## config.mk

```make
export PLATFORM = sky130hd
export DESIGN_NAME = line_sensor_steer_error
export DESIGN_NICKNAME = d
export VERILOG_FILES = /design/src/rtl/lsse_pkg.sv /design/src/rtl/line_sensor_steer_error.sv
export SDC_FILE = /design/constraint.sdc
export NUM_CORES = 1
export LEC_CHECK = 0
export BUFFER_PORTS_ARGS = -buffer_cell sky130_fd_sc_hd__clkbuf_2
export CORE_UTILIZATION = 55
export CTS_BUF_LIST = sky130_fd_sc_hd__clkbuf_8
export DETAILED_ROUTE_END_ITERATION = 8
export PLACE_DENSITY = 0.77
export SETUP_SLACK_MARGIN = 0.15
export SYNTH_ARGS = -nofsm -noshare
export SYNTH_HDL_FRONTEND = slang
export SYNTH_SLANG_ARGS = --single-unit
```

## constraint.sdc

```tcl
create_clock -name clk_i -period 12.3 [get_ports clk_i]
set_clock_uncertainty 0.15 [all_clocks]
set_input_delay 2.46 -clock clk_i [delete_from_list [all_inputs] [get_ports clk_i]]
set_output_delay 2.46 -clock clk_i [all_outputs]
set_load 0.02 [all_outputs]
```

## src/rtl/lsse_pkg.sv

```systemverilog
// Shared types and constants for the line-sensor steering error block.
package lsse_pkg;

  localparam int unsigned SENSOR_COUNT  = 8;
  localparam int unsigned FRACTION_BITS = 8;

  // Shift that turns a count of half units into fixed point.
  localparam int unsigned HALF_SHIFT = FRACTION_BITS - 1;

  localparam int unsigned IDX_W    = $clog2(SENSOR_COUNT);
  localparam int unsigned CNT_W    = $clog2(SENSOR_COUNT + 1);
  localparam int unsigned SUM_W    = 6;   // sums of half-unit positions, -19 .. 19
  localparam int unsigned MAG_W    = 5;   // magnitude of such a sum
  localparam int unsigned DVD_W    = MAG_W + HALF_SHIFT;
  localparam int unsigned REM_W    = CNT_W + 1;
  localparam int unsigned ITER_W   = $clog2(DVD_W);
  localparam int unsigned POS_W    = 11;  // magnitude of a position, up to 4.5
  localparam int unsigned GAIN_W   = 9;
  localparam int unsigned PROD_W   = POS_W + GAIN_W;
  localparam int unsigned OUT_W    = 12;
  localparam int unsigned DATA_W   = 32;
  localparam int unsigned ADDR_W   = 3;

  localparam logic [GAIN_W-1:0] GAIN_RESET = 9'd205;
  localparam logic [DVD_W-1:0]  LOST_MAG   = DVD_W'(9) << HALF_SHIFT;
  localparam logic [OUT_W-1:0]  OUT_MAX    = 12'h7ff;
  localparam logic [OUT_W-1:0]  OUT_MIN    = 12'h800;

  // Register index of the gain, taken from the word address.
  localparam logic REG_STEER_GAIN = 1'b0;

  // Sensor positions in half units, sensor 0 leftmost.
  localparam logic signed [SUM_W-1:0] SENSOR_HALF [SENSOR_COUNT] = '{
    -6'sd9, -6'sd6, -6'sd3, -6'sd1, 6'sd1, 6'sd3, 6'sd6, 6'sd9
  };

  typedef enum logic [1:0] {
    DIR_NONE = 2'd0,
    DIR_POS  = 2'd1,
    DIR_NEG  = 2'd2
  } dir_e;

  typedef enum logic [2:0] {
    ST_IDLE,
    ST_ACCUM,
    ST_SETUP,
    ST_DIVIDE,
    ST_MULT,
    ST_DONE
  } state_e;

endpackage

```

## src/rtl/line_sensor_steer_error.sv

```systemverilog
// Top level of the line-sensor steering error block.
//
// One input beat carries an 8-bit sensor bitmap on sensor_bits_i; each beat
// produces exactly one output beat with the steering value, the line position
// before scaling, and a flag that tells whether the line was lost.
// A beat moves at a rising edge where valid is high and stall is low.
// The work runs on a small sequencer: it sums the active positions and counts
// them one sensor at a time, takes a setup step, runs a restoring divider that
// yields one quotient bit per cycle, forms the gain product, and then
// saturates the result and loads the output register; a lost line skips the
// divider. The block takes no new item until it is done with the last one,
// and in_stall_o stays high while it is busy.
// The output register holds the finished beat while the receiver stalls, and
// a new input beat is taken meanwhile; the sequencer waits at its last step
// only if the previous output has still not been taken.
// Reset clears the sequencer, the output valid flag and the remembered line
// direction, and loads the gain register with 205 (about 0.8).
// The gain is written through the APB port at byte address 0.
module line_sensor_steer_error
  import lsse_pkg::*;
(
  input  logic                    clk_i,
  input  logic                    rst_ni,
  // Input channel.
  input  logic                    in_valid_i,
  output logic                    in_stall_o,
  input  logic [7:0]              sensor_bits_i,
  // Output channel.
  output logic                    out_valid_o,
  input  logic                    out_stall_i,
  output logic signed [OUT_W-1:0] steer_value_o,
  output logic signed [OUT_W-1:0] position_o,
  output logic                    line_lost_o,
  // Configuration port.
  input  logic                    psel,
  input  logic                    penable,
  input  logic                    pwrite,
  input  logic [ADDR_W-1:0]       paddr,
  input  logic [DATA_W-1:0]       pwdata,
  output logic [DATA_W-1:0]       prdata,
  output logic                    pready
);

  state_e state_q, state_d;
  dir_e   dir_q, dir_d;
  logic   out_valid_q, out_valid_d;
  logic [GAIN_W-1:0] gain_q;

  // Datapath registers.
  logic [SENSOR_COUNT-1:0] bits_q, bits_d;
  logic [IDX_W-1:0]        idx_q, idx_d;
  logic signed [SUM_W-1:0] sum_q, sum_d;
  logic [CNT_W-1:0]        count_q, count_d;
  logic [DVD_W-1:0]        dvd_q, dvd_d;
  logic [REM_W-1:0]        rem_q, rem_d;
  logic [ITER_W-1:0]       iter_q, iter_d;
  logic                    neg_q, neg_d;
  logic                    lost_q, lost_d;
  logic [PROD_W-1:0]       prod_q, prod_d;
  logic signed [OUT_W-1:0] steer_q, steer_d;
  logic signed [OUT_W-1:0] pos_q, pos_d;
  logic                    line_lost_q, line_lost_d;

  logic              in_accept;
  logic              cfg_write;
  logic [MAG_W-1:0]  abs_sum;
  logic [REM_W-1:0]  rem_shift;
  logic              rem_fits;
  logic [OUT_W-1:0]  steer_mag;
  logic [POS_W-1:0]  pos_mag;

  assign in_stall_o = (state_q != ST_IDLE);
  assign in_accept  = in_valid_i && !in_stall_o;

  // The register is selected by the word address; pready is tied high, so a
  // write completes in its access cycle.
  assign pready    = 1'b1;
  assign cfg_write = psel && penable && pwrite && pready;
  assign prdata    = (paddr[2] == REG_STEER_GAIN) ? DATA_W'(gain_q) : '0;

  assign out_valid_o   = out_valid_q;
  assign steer_value_o = steer_q;
  assign position_o    = pos_q;
  assign line_lost_o   = line_lost_q;

  // Shared pieces of the datapath.
  assign abs_sum   = sum_q[SUM_W-1] ? MAG_W'(-sum_q) : MAG_W'(sum_q);
  assign rem_shift = {rem_q[REM_W-2:0], dvd_q[DVD_W-1]};
  assign rem_fits  = (rem_shift >= REM_W'(count_q));
  assign steer_mag = prod_q[PROD_W-1:PROD_W-OUT_W];
  assign pos_mag   = dvd_q[POS_W-1:0];

  always_comb begin
    state_d     = state_q;
    dir_d       = dir_q;
    out_valid_d = out_valid_q;
    bits_d      = bits_q;
    idx_d       = idx_q;
    sum_d       = sum_q;
    count_d     = count_q;
    dvd_d       = dvd_q;
    rem_d       = rem_q;
    iter_d      = iter_q;
    neg_d       = neg_q;
    lost_d      = lost_q;
    prod_d      = prod_q;
    steer_d     = steer_q;
    pos_d       = pos_q;
    line_lost_d = line_lost_q;

    // The receiver takes the pending output beat.
    if (out_valid_q && !out_stall_i) begin
      out_valid_d = 1'b0;
    end

    case (state_q)
      ST_IDLE: begin
        if (in_accept) begin
          bits_d  = sensor_bits_i[SENSOR_COUNT-1:0];
          idx_d   = '0;
          sum_d   = '0;
          count_d = '0;
          state_d = ST_ACCUM;
        end
      end
      ST_ACCUM: begin
        // One sensor a cycle through the adder.
        if (bits_q[idx_q]) begin
          sum_d   = sum_q + SENSOR_HALF[idx_q];
          count_d = count_q + CNT_W'(1);
        end
        idx_d = idx_q + IDX_W'(1);
        if (idx_q == IDX_W'(SENSOR_COUNT - 1)) begin
          state_d = ST_SETUP;
        end
      end
      ST_SETUP: begin
        rem_d  = '0;
        iter_d = '0;
        if (count_q == '0) begin
          // Line lost: steer hard away from the side it was last seen on, or straight if no side is remembered.
          lost_d = 1'b1;
          case (dir_q)
            DIR_POS: begin
              dvd_d = LOST_MAG;
              neg_d = 1'b1;
            end
            DIR_NEG: begin
              dvd_d = LOST_MAG;
              neg_d = 1'b0;
            end
            default: begin
              dvd_d = '0;
              neg_d = 1'b0;
            end
          endcase
          state_d = ST_MULT;
        end else begin
          lost_d  = 1'b0;
          neg_d   = sum_q[SUM_W-1];
          dvd_d   = DVD_W'(abs_sum) << HALF_SHIFT;
          state_d = ST_DIVIDE;
        end
      end
      ST_DIVIDE: begin
        // Restoring division, one quotient bit a cycle; the quotient
        // shifts into the dividend register from the bottom.
        rem_d  = rem_fits ? (rem_shift - REM_W'(count_q)) : rem_shift;
        dvd_d  = {dvd_q[DVD_W-2:0], rem_fits};
        iter_d = iter_q + ITER_W'(1);
        if (iter_q == ITER_W'(DVD_W - 1)) begin
          state_d = ST_MULT;
        end
      end
      ST_MULT: begin
        prod_d = PROD_W'(pos_mag) * PROD_W'(gain_q);
        if (!lost_q) begin
          if (pos_mag == '0) begin
            dir_d = DIR_NONE;
          end else if (neg_q) begin
            dir_d = DIR_NEG;
          end else begin
            dir_d = DIR_POS;
          end
        end
        state_d = ST_DONE;
      end
      ST_DONE: begin
        if (!out_valid_q || !out_stall_i) begin
          if (neg_q) begin
            steer_d = (steer_mag > OUT_MIN) ? OUT_MIN : -steer_mag;
            pos_d   = -OUT_W'(pos_mag);
          end else begin
            steer_d = (steer_mag > OUT_MAX) ? OUT_MAX : steer_mag;
            pos_d   = OUT_W'(pos_mag);
          end
          line_lost_d = lost_q;
          out_valid_d = 1'b1;
          state_d     = ST_IDLE;
        end
      end
      default: begin
        state_d = ST_IDLE;
      end
    endcase
  end

  always_ff @(posedge clk_i or negedge rst_ni) begin
    if (!rst_ni) begin
      state_q     <= ST_IDLE;
      dir_q       <= DIR_NONE;
      out_valid_q <= 1'b0;
      gain_q      <= GAIN_RESET;
    end else begin
      state_q     <= state_d;
      dir_q       <= dir_d;
      out_valid_q <= out_valid_d;
      if (cfg_write && (paddr[2] == REG_STEER_GAIN)) begin
        gain_q <= pwdata[GAIN_W-1:0];
      end
    end
  end

  always_ff @(posedge clk_i) begin
    bits_q      <= bits_d;
    idx_q       <= idx_d;
    sum_q       <= sum_d;
    count_q     <= count_d;
    dvd_q       <= dvd_d;
    rem_q       <= rem_d;
    iter_q      <= iter_d;
    neg_q       <= neg_d;
    lost_q      <= lost_d;
    prod_q      <= prod_d;
    steer_q     <= steer_d;
    pos_q       <= pos_d;
    line_lost_q <= line_lost_d;
  end

  // An accepted item keeps the block busy in the next cycle.
  assert property (@(posedge clk_i) disable iff (!rst_ni)
    in_accept |=> in_stall_o)
    else $error("block not busy after an accepted item");

  // A lost line reports a position of zero or a full deflection.
  assert property (@(posedge clk_i) disable iff (!rst_ni)
    (out_valid_o && line_lost_o) |->
      (position_o == 12'sd0 || position_o == 12'sd1152 || position_o == -12'sd1152))
    else $error("lost line with an unexpected position");

  // Scaling by an unsigned gain never flips the sign.
  assert property (@(posedge clk_i) disable iff (!rst_ni)
    (out_valid_o && (position_o >= 12'sd0)) |-> (steer_value_o >= 12'sd0))
    else $error("steering value sign differs from position");

  // The active count never exceeds the number of sensors.
  assert property (@(posedge clk_i) disable iff (!rst_ni)
    (state_q == ST_SETUP) |-> (count_q <= CNT_W'(SENSOR_COUNT)))
    else $error("active sensor count out of range");

endmodule
```

# Word-level counts from Yosys, hierarchy flattened
# Memory sizes are Yosys's and may differ from the RTL's.
# Index checks and enable logic that the tools add are counted.
classes:
  reduce_logical: 22
  mul: 1
  n_mux: 38
  magnitude_cmp: 5
  eq_ne: 14
  addsub: 8
  n_bitwise: 3
op_table:
  columns: ["operator", "count"]
  rows:
  - ["$mux W12", 4]
  - ["$mux W6", 4]
  - ["$pmux W12 S2", 1]
  - ["$pmux W4 S2", 3]
  - ["$mux W11", 2]
  - ["$mul A11 B9 Y20", 1]
  - ["$mux W3", 6]
  - ["$pmux W3 S6", 1]
  - ["$gt A12 B11 Y1 const B", 1]
  - ["$gt A12 B12 Y1 const B", 1]
  - ["$mux W4", 3]
  - ["$neg A11 Y12", 1]
  - ["$neg A12 Y12", 1]
  - ["$pmux W6 S2", 1]
  - ["$logic_not A11 Y1", 1]
  - ["$ne A2 B2 Y1 const B", 5]
  - ["$eq A3 B3 Y1 const B", 3]
  - ["$mux W9", 1]
  - ["$add A4 B1 Y4 const B", 2]
  - ["$reduce_and A2 Y1", 4]
  - ["$mux W1", 7]
  - ["$add A6 B6 Y6", 1]
  - ["$eq A3 B2 Y1 const B", 2]
  - ["$pmux W3 S2", 1]
  - ["other kinds (25)", 34]
totals:
  romBits: 48
  reg_bits: 103
  inputBits: 50
  output_inout_bits: 60
  memories: 1
  elab_cells: 110
memory_table:
  columns: ["memory", "depth", "word_bits", "read_ports", "rd_ports_with_merged_regs", "wr", "line", "source"]
  rows:
  - ["(name not given)", 8, 6, 1, 0, 0, "line_sensor_steer_error.sv:129", "sum_d = sum_q + SENSOR_HALF[idx_q];"]

# Logic depth before layout (Yosys ltp)
# Gate-level depths: netlist (run 1).
depth:
  depth_word: 7
  depth_mapped: 16
  depth_no_buf: 15

# Worst setup path after synthesis (run 1)
# Ideal clock, no wire load.
synth_timing:
  path_type: "input-to-output"
  from: "input port paddr[2]"
  to: "output port prdata[0]"
  required_ns: 9.690
  n_path_buf: 0
  arrival_ns: 2.764
  path_slack_ns: 6.926
  stages: 1
  cell_sequence: "nor2b_1"
synth_via:
  elab_chain_len: 1
synth_lines:
  columns: ["item", "line", "source"]
  rows:
  - ["start, declared", "line_sensor_steer_error.sv:38", "input logic [ADDR_W-1:0] paddr,"]
  - ["$mux W9", "line_sensor_steer_error.sv:79", "assign prdata = (paddr[2] == REG_STEER_GAIN) ? DATA_W'(gain_q) : '0;"]
  - ["end, declared", "line_sensor_steer_error.sv:40", "output logic [DATA_W-1:0] prdata,"]
# Every way passes these cells.

# Worst setup path in the final report (run 1)
# Ends and elaborated chain as after synthesis.

==> results of run 1 <==
[routing by layer]
layer,vias up,GRT usage
met4,0,0.05412
met5,-,0
li1,2598,-
met3,18,0.05716
met2,157,0.3294
met1,2528,0.2920
[cell usage in the layout, fill, tap and decap left out, types with 3 or more instances in the layout]
| cell | synthesis | layout |
|---|---|---|
| mux2i_1 | 7 | 7 |
| fa_1 | 65 | 65 |
| nor2_1 | 41 | 40 |
| o21ai_0 | 20 | 20 |
| nor2b_1 | 13 | 12 |
| nand2_1 | 78 | 78 |
| a31oi_1 | 5 | 5 |
| mux2_2 | 10 | 10 |
| ha_1 | 58 | 58 |
| a211oi_1 | 6 | 6 |
| o31ai_1 | 5 | 5 |
| nor3_1 | 15 | 15 |
| a21o_1 | 5 | 5 |
| dfstp_2 | 5 | 5 |
| inv_1 | 106 | 108 |
| nand3_1 | 8 | 8 |
| xor2_1 | 8 | 8 |
| edfxtp_1 | 80 | 80 |
| conb_1 | 2 | 24 |
| o22ai_1 | 8 | 8 |
| xnor2_1 | 25 | 25 |
| or3_1 | 3 | 3 |
| clkbuf_2 | 0 | 60 |
| dfrtp_1 | 10 | 10 |
| and3_1 | 6 | 6 |
| nand2b_1 | 3 | 3 |
| o21ai_1 | 6 | 6 |
| a21oi_1 | 24 | 24 |
| and2_1 | 65 | 65 |
| clkbuf_8 | 0 | 10 |
[sequential cells by signal, summed over array words and instances, names as in the netlist]
signal / flops
dvd_q: 12
position_o: 12
prod_q: 12
steer_value_o: 12
gain_q: 9
bits_q: 8
sum_q: 6
count_q: 4
iter_q: 4
rem_q: 4
idx_q: 3
state_q: 3
dir_q: 2
line_lost_o: 1
lost_q: 1
neg_q: 1
out_valid_o: 1
[cell families (layout without fill, tap and decap cells)]
group                      after synthesis  in the layout  synth area share
and+or+nand+nor                        246            246            0.1621
buffers and inverters                  162            184           0.08849
adders and majority gates              123            123            0.2537
AOI/OAI and AO/OA                      100            100           0.08160
DFF                                     95             95            0.3485
xor gates and xnor gates                33             33           0.03618
muxes                                   19             19           0.02850
other                                    2             24         0.0009401
[area by class of cell]
type                            count  area, sq um  area share
Clock inverter                      6        37.54    0.004425
Inverter                          106        397.9     0.04690
Tap cell                          180        225.2     0.02655
Clock buffer                       10        137.6     0.01622
Multi-Input combinational cell    545         4586      0.5406
Timing Repair Buffer               62        315.3     0.03717
Sequential cell                    95         2784      0.3282
[worst paths after layout]
path | endpoint | slack (ns) | depth (start not counted)
hold / removal | line_lost_o$_DFFE_PP_ | 0.31 | 0
min in group asynchronous | state_q[2]$_DFFE_PN0P_ | 1.85 | 1
max in group asynchronous | gain_q[7]$_DFFE_PN1P_ | 9.78 | 1
setup / recovery | prdata[0] | 6.73 | 3
hold reg to reg | line_lost_o$_DFFE_PP_ | 0.31 | 0
setup reg to reg | prod_q[17]$_DFFE_PP_ | 7.44 | 15
[metrics by stage]
step,worst slack (ns),instance area [sq um]
6_report,6.731,8483
5_1_grt,6.648,8483
4_1_cts,6.718,8483
3_5_place_dp,6.725,8308
3_3_place_gp,6.738,8308
2_1_floorplan,6.926,8071
==> impl_metrics.tcl, run 1 <==
set metrics [dict create \
    status "completed" \
    numCtsBuffers 9 \
    critPathMaxStageDelay_ns 0.18 \
    ys_ff_latch 95 \
    antenna_found_initial 0 \
    die_w_microns 122.5 \
    cpLargestDelayFamily "buffers and inverters" \
    initial_utilization 0.5689 \
    synth_area_sq_um 7989 \
    cap_violations 0 \
    dp_hpwl_microns 10950 \
    cp_max_fo 10 \
    yosysMostFrequentCell "inv_1" \
    critPathRequiredTime_ns 9.69 \
    drc_errors 0 \
    grt_pass1_wl_microns 24360 \
    crit_type "input port to output pin" \
    vias 5301 \
    synth_cells 780 \
    rsz0062_at_grt "no" \
    instances_no_fill 1004 \
    slew_viol_final 0 \
    ys_types 59 \
    clockBufferDepth 2 \
    post-route-min-period_ns 5.569 \
    cts_resized 0 \
    place_congestion 0.8459 \
    whs_ns 0.3078 \
    worstMarginPinSlew_ns 1.161 \
    final_util 0.6041 \
    met2_length_microns 6555 \
    crit_path_start_kind "input port" \
    ant_nets 0 \
    wirelength_microns 14320 \
    coreArea_sq_um 14040 \
    worst-path-buf-inv 2 \
    routedWlPerCell_microns 14.26 \
    relSlewSlack 0.2254 \
    postCtsSetupBuffers 0 \
    ctsHoldBuffers 0 \
    via_per_inst 5.280 \
    clk_latency_ns 0.38 \
    synth_warnings 0 \
    drive_gt1_frac 0.1323 \
    htreeDepth 3 \
    hp-class "flop to flop" \
    placementRows 43 \
    ys_top_cells_by_count "inv_1, edfxtp_1, nand2_1, and2_1, fa_1" \
    pin_count 110 \
    yosysSeqAreaShare 0.3485 \
    met1Wirelength_microns 6652 \
    cts_sinks 95 \
    placedCellCount 988 \
    worstHoldStart "lost_q$_DFFE_PP_" \
    grt_pass1_vias 5100 \
    syn_avg_cell_area_sq_um 10.24 \
    die_y_microns 122.5 \
    antenna_cells 0 \
    r2r_start "dvd_q[7]$_DFFE_PP_" \
    timing.critical_path.from "paddr[2]" \
    synthArstFlopShare 0.1579 \
    cts_root_buffer "clkbuf_8" \
    finalHoldViolCount 0 \
    synth_area_leaders "edfxtp_1, fa_1, ha_1, and2_1, inv_1" \
    setup_viol_count_final 0 \
    post-route-period-util 0.4528 \
    drtIter0Drc 360 \
    critPathSlowestCell "clkbuf_2" \
    crit_chain "clkbuf_2 -> nor2b_1 -> clkbuf_2" \
    met3WireLength_microns 872 \
    n_fill_cell 1167 \
    setup_tns_ns 0 \
    tritoncts "built" \
    grt.overflow.total 0 \
    first_pass_iters 7 \
    path_clk_slew_ns 0.10 \
    fin_nets 992 \
    synth_ff_type "edfxtp_1" \
    syn2layout_area_growth_pct 6.186 \
    synth_top_area_frac 0.3007 \
    dr.max_layer_used "met4" \
    grt_max_degree 28 \
    grt_use_total 0.2111 \
    synth_edf_count 80 \
    fp.dieArea_sq_um 15010 \
    worst_setup_path_end_kind "output pin" \
    critPathArrivalTime_ns 2.96 \
    numPortBuffers 60 \
    cp_common_cell "clkbuf_2" \
    synth_top_cell_by_area "edfxtp_1" \
    max_freq_mhz 179.6 \
]
Power of run 1 is not shown: default switching activity piles up to over one toggle a cycle in this logic, so the estimate is an artifact.
==> run 2: changes to the inputs <==
PLACE_DENSITY = 0.8   (was 0.77)
clock period = 5.1 ns   (was 12.3 ns; I/O delays follow)
==> impl_metrics.tcl, run 2 (synthesis results as in run 1) <==
set metrics [dict create \
    status "completed" \
    worst_setup_path_end_kind "flop" \
    whs_endpoint "line_lost_o$_DFFE_PP_" \
    cp_max_fo 9 \
    reg2reg_depth 14 \
    placementRows 43 \
    fin_nets 1006 \
    antenna_cells 0 \
    layout_commonest_cell "inv_1" \
    drc_errors 0 \
    critPathMaxStageDelay_ns 0.68 \
    cts_sinks 95 \
    crit_chain "nand2_1 -> fa_1 -> inv_1 -> fa_1 -> inv_1 -> fa_1 -> inv_1 -> fa_1 -> ha_1 -> a21oi_2 -> o22ai_2 -> or3_1 -> a211oi_1 -> nor3_1" \
    drtIter0Drc 288 \
    hold_depth 0 \
    initial_utilization 0.5689 \
    clockBufferDepth 2 \
    via_per_inst 5.354 \
    die_w_microns 122.5 \
    grt.overflow.total 0 \
    rr_endpoint "prod_q[18]$_DFFE_PP_" \
    critPathSlowestCell "dfstp_4" \
    coreArea_sq_um 14040 \
    grt_max_degree 28 \
    routedWlPerCell_microns 14.75 \
    vias 5450 \
    cts_root_buffer "clkbuf_8" \
    setup_tns_ns 0 \
    wirelength_microns 15010 \
    r2r_start "gain_q[2]$_DFFE_PN1P_" \
    numCtsBuffers 9 \
    tritoncts "built" \
    numPortBuffers 60 \
    final-seq-area_sq_um 2790 \
    die_y_microns 122.5 \
    crit_type "flop to flop" \
    worst-path-buf-inv 3 \
    crit_path_start_kind "flop" \
    critPathArrivalTime_ns 4.70 \
    finalHoldViolCount 0 \
    grt_pass1_vias 5264 \
    pin_count 110 \
    grt_use_total 0.2224 \
    first_pass_iters 5 \
    n_fill_cell 1180 \
    setup_viol_count_final 0 \
    hp-class "flop to flop" \
    place_congestion 0.8601 \
    htreeDepth 3 \
    r2r_slack_ns 0.39 \
    worstMarginPinSlew_ns 1.126 \
    max_freq_mhz 212.4 \
    drive_gt1_frac 0.1504 \
    clk_latency_ns 0.40 \
    critPathRequiredTime_ns 5.09 \
    antenna_found_initial 0 \
    multiInputGateArea_sq_um 4586 \
    final_cell_mix "inv_1, edfxtp_1, nand2_1" \
    ant_nets 0 \
    cp_common_cell "fa_1" \
    syn2layout_area_growth_pct 7.878 \
    worstHoldStart "lost_q$_DFFE_PP_" \
    slew_viol_final 0 \
    post-route-period-util 0.9230 \
    path_clk_slew_ns 0.10 \
    dp_hpwl_microns 11720 \
    cpLargestDelayFamily "adder cells" \
    fp.dieArea_sq_um 15010 \
    grt_pass1_wl_microns 25510 \
    post-route-min-period_ns 4.707 \
    relSlewSlack 0.2484 \
    cap_violations 0 \
    rsz0062_at_grt "no" \
]
[run 2: worst max path at each step]
| stage | startpoint | to | cells past startpoint |
|---|---|---|---|
| global placement | dvd_q[7]$_DFFE_PP_ | prod_q[17]$_DFFE_PP_ | 13 |
| detailed placement | dvd_q[7]$_DFFE_PP_ | prod_q[18]$_DFFE_PP_ | 13 |
| CTS | dvd_q[7]$_DFFE_PP_ | prod_q[18]$_DFFE_PP_ | 13 |
| finish | gain_q[2]$_DFFE_PN1P_ | prod_q[18]$_DFFE_PP_ | 14 |
| floorplan | gain_q[2]$_DFFE_PN1P_ | prod_q[17]$_DFFE_PP_ | 15 |
| global route | dvd_q[6]$_SDFFCE_PN0P_ | prod_q[18]$_DFFE_PP_ | 15 |
[run 2: cell type report]
class / instances / share of cell area
flip-flops and latches: 95 / 0.3238
clock buffers: 10 / 0.01597
repair buffers: 76 / 0.04878
inverters: 106 / 0.04617
multi-input cells: 545 / 0.5321
well taps: 180 / 0.02613
clock inverters: 6 / 0.007114
[run 2: what timing repair did]
item                                    4_1_cts  5_1_grt
hold buffers                                  0        0
setup buffers                                 0        5
endpoints found under the setup margin        0        9
gates resized for setup                       0        3
[run 2: per-layer routing]
metal	share of wire	global-route usage	vias to the layer above
met5	0	0	-
met4	0.012	0.05793	0
met3	0.064	0.05483	19
met2	0.48	0.3581	164
met1	0.44	0.3007	2634
li1	-	-	2633
[run 2: stage by stage]
| stage | std cells | area (sq um) | utilization | setup slack (ns) | hold slack, ns |
|---|---|---|---|---|---|
| floorplan | 802 | 8071 | - | 0.4671 | 0.2698 |
| global placement | 997 | 8376 | 0.5965 | 0.3327 | 0.2778 |
| detailed placement | 997 | 8376 | 0.5965 | 0.2951 | 0.2824 |
| CTS | 1013 | 8574 | 0.6106 | 0.2689 | 0.3061 |
| global route | 1018 | 8618 | 0.6137 | 0.1533 | 0.3251 |
| finish | 1018 | 8618 | 0.6137 | 0.3927 | 0.3062 |
Power of run 2 is left out for the same reason.
